File: config.mk
export PLATFORM = sky130hd
export DESIGN_NAME = nibble_rle_tile_decoder
export DESIGN_NICKNAME = d
export VERILOG_FILES = /design/src/design/nrtd_pkg.sv /design/src/design/nrtd_nib_acc.sv /design/src/design/nibble_rle_tile_decoder.sv
export SDC_FILE = /design/constraint.sdc
export NUM_CORES = 1
export LEC_CHECK = 0
export BUFFER_PORTS_ARGS = -buffer_cell sky130_fd_sc_hd__buf_4
export CORE_MARGIN = 3
export CORE_UTILIZATION = 30
export DETAILED_ROUTE_END_ITERATION = 10
export PLACE_DENSITY = 0.58
export REMOVE_ABC_BUFFERS = 1
export SLEW_MARGIN = 40
export SYNTH_ARGS = -nofsm -noshare
export SYNTH_HDL_FRONTEND = slang
export SYNTH_SLANG_ARGS = --single-unit
File: constraint.sdc
create_clock -name clk -period 5.1 [get_ports clk]
set_input_delay 1.02 -clock clk [delete_from_list [all_inputs] [get_ports clk]]
set_output_delay 1.02 -clock clk [all_outputs]
set_load 0.005 [all_outputs]
File: src/design/nrtd_pkg.sv
// Shared types and constants for the nibble run-length character decoder.
// No dependencies; used by nrtd_nib_acc and nibble_rle_tile_decoder.
`timescale 1ns / 1ps

package nrtd_pkg;

	localparam int CHAR_W        = 12;
	localparam int NIB_W         = 4;
	localparam int NIBS_PER_WORD = 8;
	localparam int WORD_W        = NIB_W * NIBS_PER_WORD;
	localparam int ACC_W         = NIB_W * (NIBS_PER_WORD - 1);
	localparam int NCNT_W        = $clog2(NIBS_PER_WORD);
	localparam int IDX_W         = 13;
	localparam int BYTE_W        = 8;

	// Character count after reset.
	localparam logic [CHAR_W-1:0] CHAR_COUNT_RST = CHAR_W'(1);

	typedef struct packed {
		logic [BYTE_W-1:0] packed_byte;
		logic              start_new;
	} byte_item_t;

	typedef struct packed {
		logic [WORD_W-1:0] pixel_word;
		logic [IDX_W-1:0]  word_index;
		logic              last_of_run;
		logic              final_word;
	} word_item_t;

	// Control from the sequencer to the nibble accumulator.
	typedef struct packed {
		logic             clear;
		logic             step;
		logic [NIB_W-1:0] value;
	} acc_ctrl_t;

endpackage

File: src/design/nrtd_nib_acc.sv
// Nibble shift accumulator: shifts one nibble per step and flags a full word.
// Depends on nrtd_pkg.
`timescale 1ns / 1ps

module nrtd_nib_acc (
	input  logic                         clk,
	input  logic                         arst_n,
	input  nrtd_pkg::acc_ctrl_t          ctrl,
	output logic [nrtd_pkg::WORD_W-1:0]  word,
	output logic                         full
);

	localparam logic [nrtd_pkg::NCNT_W-1:0] LastCnt =
		nrtd_pkg::NCNT_W'(nrtd_pkg::NIBS_PER_WORD - 1);

	logic [nrtd_pkg::ACC_W-1:0]  acc_q;
	logic [nrtd_pkg::NCNT_W-1:0] cnt_q;

	// The step that brings in the eighth nibble completes the word.
	assign full = ctrl.step && (cnt_q == LastCnt);
	assign word = {acc_q, ctrl.value};

	always_ff @(posedge clk or negedge arst_n) begin
		if (!arst_n) begin
			acc_q <= '0;
			cnt_q <= '0;
		end else if (ctrl.clear) begin
			acc_q <= '0;
			cnt_q <= '0;
		end else if (ctrl.step) begin
			if (cnt_q == LastCnt) begin
				acc_q <= '0;
				cnt_q <= '0;
			end else begin
				acc_q <= {acc_q[nrtd_pkg::ACC_W-nrtd_pkg::NIB_W-1:0], ctrl.value};
				cnt_q <= cnt_q + nrtd_pkg::NCNT_W'(1);
			end
		end
	end

endmodule

File: src/design/nibble_rle_tile_decoder.sv
// Top level of the nibble run-length character decoder: sequencer, word limit and output slots.
// Depends on nrtd_pkg and nrtd_nib_acc.
`timescale 1ns / 1ps

// Each input item is one run byte: the upper nibble plus one repeats the lower nibble into a
// shift accumulator, one nibble per clock through a single shared shift unit, so each byte adds
// 1 to 16 nibbles; its finished words (0 to 2) then go out one per clock while the output
// does not stall. The input is stalled while a byte is expanded and its words are delivered.
// Each group of eight nibbles forms a 32-bit word, first nibble in the top bits. Output stops
// after four words per character of cfg_data (clamped to MAX_CHARS); bytes after that are
// accepted and ignored until an item with start_new set. Write cfg_data only while the decoder
// is idle; cfg_ready is always high.
module nibble_rle_tile_decoder #(
	parameter int MAX_CHARS = 2048
) (
	input  logic                          clk,
	input  logic                          arst_n,
	input  logic                          byte_valid,
	output logic                          byte_stall,
	input  nrtd_pkg::byte_item_t          byte_item,
	output logic                          word_valid,
	input  logic                          word_stall,
	output nrtd_pkg::word_item_t          word_item,
	input  logic                          cfg_valid,
	output logic                          cfg_ready,
	input  logic [nrtd_pkg::CHAR_W-1:0]   cfg_data
);

	localparam int LimW = $clog2(MAX_CHARS * 4 + 1);

	typedef enum logic [1:0] {
		ST_IDLE,
		ST_RUN,
		ST_EMIT
	} state_t;

	state_t                       state_q;
	logic [nrtd_pkg::CHAR_W-1:0]  char_count_q;
	logic [LimW-1:0]              words_q;
	logic                         limit_q;
	logic [nrtd_pkg::NIB_W-1:0]   value_q;
	logic [nrtd_pkg::NIB_W-1:0]   rem_q;
	logic [1:0]                   n_q;
	logic                         ptr_q;

	logic [nrtd_pkg::WORD_W-1:0]  slot_word_q  [2];
	logic [nrtd_pkg::IDX_W-1:0]   slot_idx_q   [2];
	logic                         slot_final_q [2];

	logic [nrtd_pkg::CHAR_W-1:0]  chars_eff;
	logic [LimW-1:0]              lim;
	logic [LimW-1:0]              words_inc;
	nrtd_pkg::acc_ctrl_t          acc_ctrl;
	logic [nrtd_pkg::WORD_W-1:0]  acc_word;
	logic                         acc_full;
	logic                         run_drop;
	logic                         run_emit;
	logic                         run_hit;
	logic                         run_end;
	logic [1:0]                   n_after;
	logic                         ptr_last;

	assign cfg_ready  = 1'b1;
	assign byte_stall = (state_q != ST_IDLE);
	assign word_valid = (state_q == ST_EMIT);

	assign chars_eff = (char_count_q > nrtd_pkg::CHAR_W'(MAX_CHARS)) ?
		nrtd_pkg::CHAR_W'(MAX_CHARS) : char_count_q;
	assign lim       = LimW'({chars_eff, 2'b00});
	assign words_inc = words_q + LimW'(1);

	always_comb begin
		acc_ctrl.clear = (state_q == ST_IDLE) && byte_valid && byte_item.start_new;
		acc_ctrl.step  = (state_q == ST_RUN);
		acc_ctrl.value = value_q;
	end

	nrtd_nib_acc u_acc (
		.clk    (clk),
		.arst_n (arst_n),
		.ctrl   (acc_ctrl),
		.word   (acc_word),
		.full   (acc_full)
	);

	// A word that completes with the limit already met is dropped; the word that meets the
	// limit is kept and ends the run, discarding the rest of the byte.
	assign run_drop = acc_full && (words_q >= lim);
	assign run_emit = acc_full && !run_drop;
	assign run_hit  = run_emit && (words_inc >= lim);
	assign run_end  = run_drop || run_hit || (rem_q == '0);
	assign n_after  = n_q + {1'b0, run_emit};
	assign ptr_last = ({1'b0, ptr_q} == (n_q - 2'd1));

	always_comb begin
		word_item.pixel_word  = slot_word_q[ptr_q];
		word_item.word_index  = slot_idx_q[ptr_q];
		word_item.last_of_run = ptr_last;
		word_item.final_word  = slot_final_q[ptr_q];
	end

	always_ff @(posedge clk) begin
		if ((state_q == ST_RUN) && run_emit) begin
			slot_word_q[n_q[0]]  <= acc_word;
			slot_idx_q[n_q[0]]   <= nrtd_pkg::IDX_W'(words_q);
			slot_final_q[n_q[0]] <= (words_inc == lim);
		end
	end

	always_ff @(posedge clk or negedge arst_n) begin
		if (!arst_n) begin
			state_q      <= ST_IDLE;
			char_count_q <= nrtd_pkg::CHAR_COUNT_RST;
			words_q      <= '0;
			limit_q      <= 1'b0;
			value_q      <= '0;
			rem_q        <= '0;
			n_q          <= '0;
			ptr_q        <= 1'b0;
		end else begin
			if (cfg_valid && cfg_ready) begin
				char_count_q <= cfg_data;
			end
			unique case (state_q)
				ST_IDLE: begin
					if (byte_valid) begin
						if (byte_item.start_new) begin
							words_q <= '0;
							limit_q <= 1'b0;
						end
						value_q <= byte_item.packed_byte[nrtd_pkg::NIB_W-1:0];
						rem_q   <= byte_item.packed_byte[nrtd_pkg::BYTE_W-1:nrtd_pkg::NIB_W];
						n_q     <= '0;
						ptr_q   <= 1'b0;
						if (byte_item.start_new || !limit_q) begin
							state_q <= ST_RUN;
						end
					end
				end
				ST_RUN: begin
					if (run_drop || run_hit) begin
						limit_q <= 1'b1;
					end
					if (run_emit) begin
						words_q <= words_inc;
					end
					n_q   <= n_after;
					rem_q <= rem_q - nrtd_pkg::NIB_W'(1);
					if (run_end) begin
						state_q <= (n_after != '0) ? ST_EMIT : ST_IDLE;
					end
				end
				ST_EMIT: begin
					if (!word_stall) begin
						if (ptr_last) begin
							state_q <= ST_IDLE;
						end else begin
							ptr_q <= 1'b1;
						end
					end
				end
				default: begin
					state_q <= ST_IDLE;
				end
			endcase
		end
	end

`ifndef SYNTHESIS
	// Delivering a word always means at least one slot was filled.
	assert property (@(posedge clk) disable iff (!arst_n)
		word_valid |-> (n_q != 2'd0))
		else $error("word presented with no filled slot");

	// A byte run never fills more than two slots.
	assert property (@(posedge clk) disable iff (!arst_n)
		n_q != 2'd3)
		else $error("slot count overflow");

	// The word that meets the limit has already latched the limit flag.
	assert property (@(posedge clk) disable iff (!arst_n)
		(word_valid && word_item.final_word) |-> limit_q)
		else $error("final word without limit flag");

	// A delivered last word returns the decoder to idle.
	assert property (@(posedge clk) disable iff (!arst_n)
		(word_valid && !word_stall && word_item.last_of_run) |=> !byte_stall)
		else $error("decoder did not return to idle after last word");
`endif

endmodule
==> qor.yml <==
placed_cells: 936
ys.warnings.count: 0
grt.met2_usage: 0.1898
simple_gate_share_of_the_synthesized_area: 0.1090
layout.cells.non_filler: 968
top_cells_by_area_in_the_synthesized_netlist: "edfxtp_1 (38%), dfrtp_1 (24%), mux2_2 (10%), ha_1 (5.2%), nand2_1 (4.7%)"
grt.met3_usage: 0.03385
final_nets: 692
timing.critical_path.from_type: "flop"
fp.dieArea_um2: 25910
num_antenna_cells: 0
cts_setup_buffers: 0
synthToLayoutAreaGrowth_pct: 21.67
fp-row-count: 56
postLayoutCellArea_um2: 8767
yosysSeqAreaShare: 0.6301
synthesis.area_per_instance_um2: 12.89
antenna_found_initial: 0
avgViaCountPerCell: 4.605
ctsRootBufferMaster: "clkbuf_16"
pwrdens_nw_per_um2: 510.9
worst_slew_pin_slew_ps: 690.1
postSynthRegisterBits: 163
synthesis.area_um2: 7206
wirelength_mm: 15.34
synth_largest_area_cell: "edfxtp_1"
p_leak_nw: 3.562
drtAntennaViolNets: 0
synth_fa_ha_area_frac: 0.05209
initial_util: 0.3061
period_share: 0.6589
dieHeight_um: 161.0
fmax_ghz: 0.2976
outcome: "finished clean"
cp.required_ps: 5160
drt_pre_antenna_iters: 4
core-area_um2: 23540
port_buffers: 74
finalWeightedCongestion: 0.7409
vias: 4458
most_crowded_layer_after_global_routing: "met2"
final_cell_mix: "edfxtp_1 (92), nand2_1 (90), buf_4 (81), dfrtp_1 (69), mux2_2 (64)"
timing.critical_path.fanout_max: 41
clock_insertion_delay_worst_skew_ps: 420
maxCapViolCount: 0
remaining_drcs: 0
first_iter_violations: 263
instance_count_of_the_mapped_netlist: 559
grt_util_met1: 0.1737
largest_vdd_supply_drop_v: 0.0002272
unrepaired_setup_endpoints_after_global_routing: "false"
timing.critical_path.arrival_ps: 3420
setup_tns_ps: 0
path_clk_slew_ps: 70
worst-setup-path-type: "reg2reg"
grt_pass1_vias: 4424
detail_route.wl_per_cell_um: 15.85
detailed_place.area_um2: 8147
finalClockSkew_ps: 9.434
ios: 76
fillerInstances: 2344
grt_first_pass_wirelength_mm: 24.99
finalHoldViolCount: 0
post-synth-top-area-fraction: 0.3834
cts_hold_buffers: 0
postCtsResizedCells: 0
synth_flop_cell: "edfxtp_1"
cts_tree: "built"
worst_slack_ps: 1740
groute.usage.overall: 0.1233
layout.core_utilization: 0.3724
placement.setup.worst_slack_ps: 1709
synth-xor-area-share: 0.01441
grt.overflow.total: 0
clkSinkCount: 163
final-setup-viol-count: 0
yosys.cell_types.count: 53
synthMuxAreaShare: 0.1030
h-tree-depth: 4
drv_slew: 0
clock_tree.buffer_depth: 2
largest_net_degree_at_the_start_of_global_routing: 72
hpwl_mm: 10.44
synth_top_family_by_area: "simple AND/OR/NAND/NOR gates"
cts_buffers: 17
die_w_um: 161.0
final_layout_size_suffix_gt1_frac: 0.2989
setup.worst_path.end_class: "flop"
synth_compound_area_frac: 0.06876
finalWorstPathRequiredPeriod_ps: 3360
min_path_type: "reg2reg"
layout.cells.most_common: "edfxtp_1"
max_slew_margin: 0.5399
synth-edff-count: 92
synth_async_sr_flop_share: 0.4356
sequential cells by signal, indices dropped and copies added (netlist names):
| register | count |
|---|---|
| slot_word_q | 64 |
| u_acc.acc_q | 28 |
| slot_idx_q | 26 |
| words_q | 14 |
| char_count_q | 12 |
| rem_q | 4 |
| value_q | 4 |
| u_acc.cnt_q | 3 |
| n_q | 2 |
| slot_final_q | 2 |
| state_q | 2 |
| limit_q | 1 |
| ptr_q | 1 |
kinds of logic (layout without fill, tap and decap cells):
| group | Yosys count | count (layout) |
|---|---|---|
| other | 1 | 1 |
| DFF | 163 | 163 |
| xor gates and xnor gates | 11 | 11 |
| adders and majority gates | 30 | 30 |
| buffers and inverters | 38 | 128 |
| and+or+nand+nor | 167 | 167 |
| muxes | 66 | 66 |
| AOI/OAI and AO/OA | 83 | 83 |
synthesized netlist by cell type (2+ instances only):
cell type and count:
o311a_1 2, clkbuf_1 5, a221o_1 2, buf_1 10, nand3_1 8, o311ai_0 3, and2_1 7, nand2_1 91
and3_1 3, nand3_2 2, dfrtp_1 70, a21oi_1 43, buf_4 2, edfxtp_1 92, buf_2 7, nor2_1 20
xor2_1 6, o31ai_1 3, a21o_1 5, o21ai_0 14, mux2_2 64, nand2b_1 5, ha_1 30, a31oi_1 2
nor2b_1 5, nor3_1 4, nand4_1 12, xnor2_1 4, inv_1 13, a211oi_1 2
metal layers:
layer,part of all wire,wire (um)
met3,0.044,669
met2,0.46,7128
met4,0.014,218
met5,0,0
met1,0.48,7324
where the power goes:
part	switching [mW]	internal, mW
sequential	0.255	1.80
clock	0.542	0.788
combinational	0.623	0.476
path summary, 6_finish.rpt:
check,to,cells past startpoint,slack [ps],from
setup / recovery,slot_word_q[1][20]$_DFFE_PP_,10,1740,char_count_q[11]$_DFFE_PN0P_
hold / removal,slot_word_q[0][29]$_DFFE_PP_,0,470,u_acc.acc_q[25]$_DFFE_PN0P_
setup reg to reg,slot_word_q[1][20]$_DFFE_PP_,10,1740,char_count_q[11]$_DFFE_PN0P_
hold reg to reg,slot_word_q[0][29]$_DFFE_PP_,0,470,u_acc.acc_q[25]$_DFFE_PN0P_
max in group asynchronous,ptr_q$_DFFE_PN0P_,1,3980,arst_n
min in group asynchronous,char_count_q[4]$_DFFE_PN0P_,1,610,arst_n
final cells by class:
class / instances / area (um2) / share of cell area
Timing Repair Buffer: 82 / 619.3 / 0.07064
Inverter: 14 / 52.55 / 0.005994
Tap cell: 319 / 399.1 / 0.04553
Clock inverter: 14 / 191.4 / 0.02184
Clock buffer: 18 / 429.2 / 0.04895
Sequential cell: 163 / 4544 / 0.5183
Multi-Input combinational cell: 358 / 2531 / 0.2887
critical path: stages (launching register included):
cell and delay, ps:
dfrtp_1 400, inv_1 310, nand2_1 140, ha_1 310, a21oi_1 160, nor2b_1 70, o311ai_1 230, buf_4 220
nand3_2 300, nor2_4 300, buf_4 510
per-stage QoR:
step	hold slack, ps	power, mW
2_1_floorplan	441.9	2.730
3_3_place_gp	450.6	3.173
3_5_place_dp	462.2	3.198
4_1_cts	477.4	4.533
5_1_grt	502.2	4.782
6_report	472.3	4.479
No activity file was read; power rests on OpenSTA's default activity.
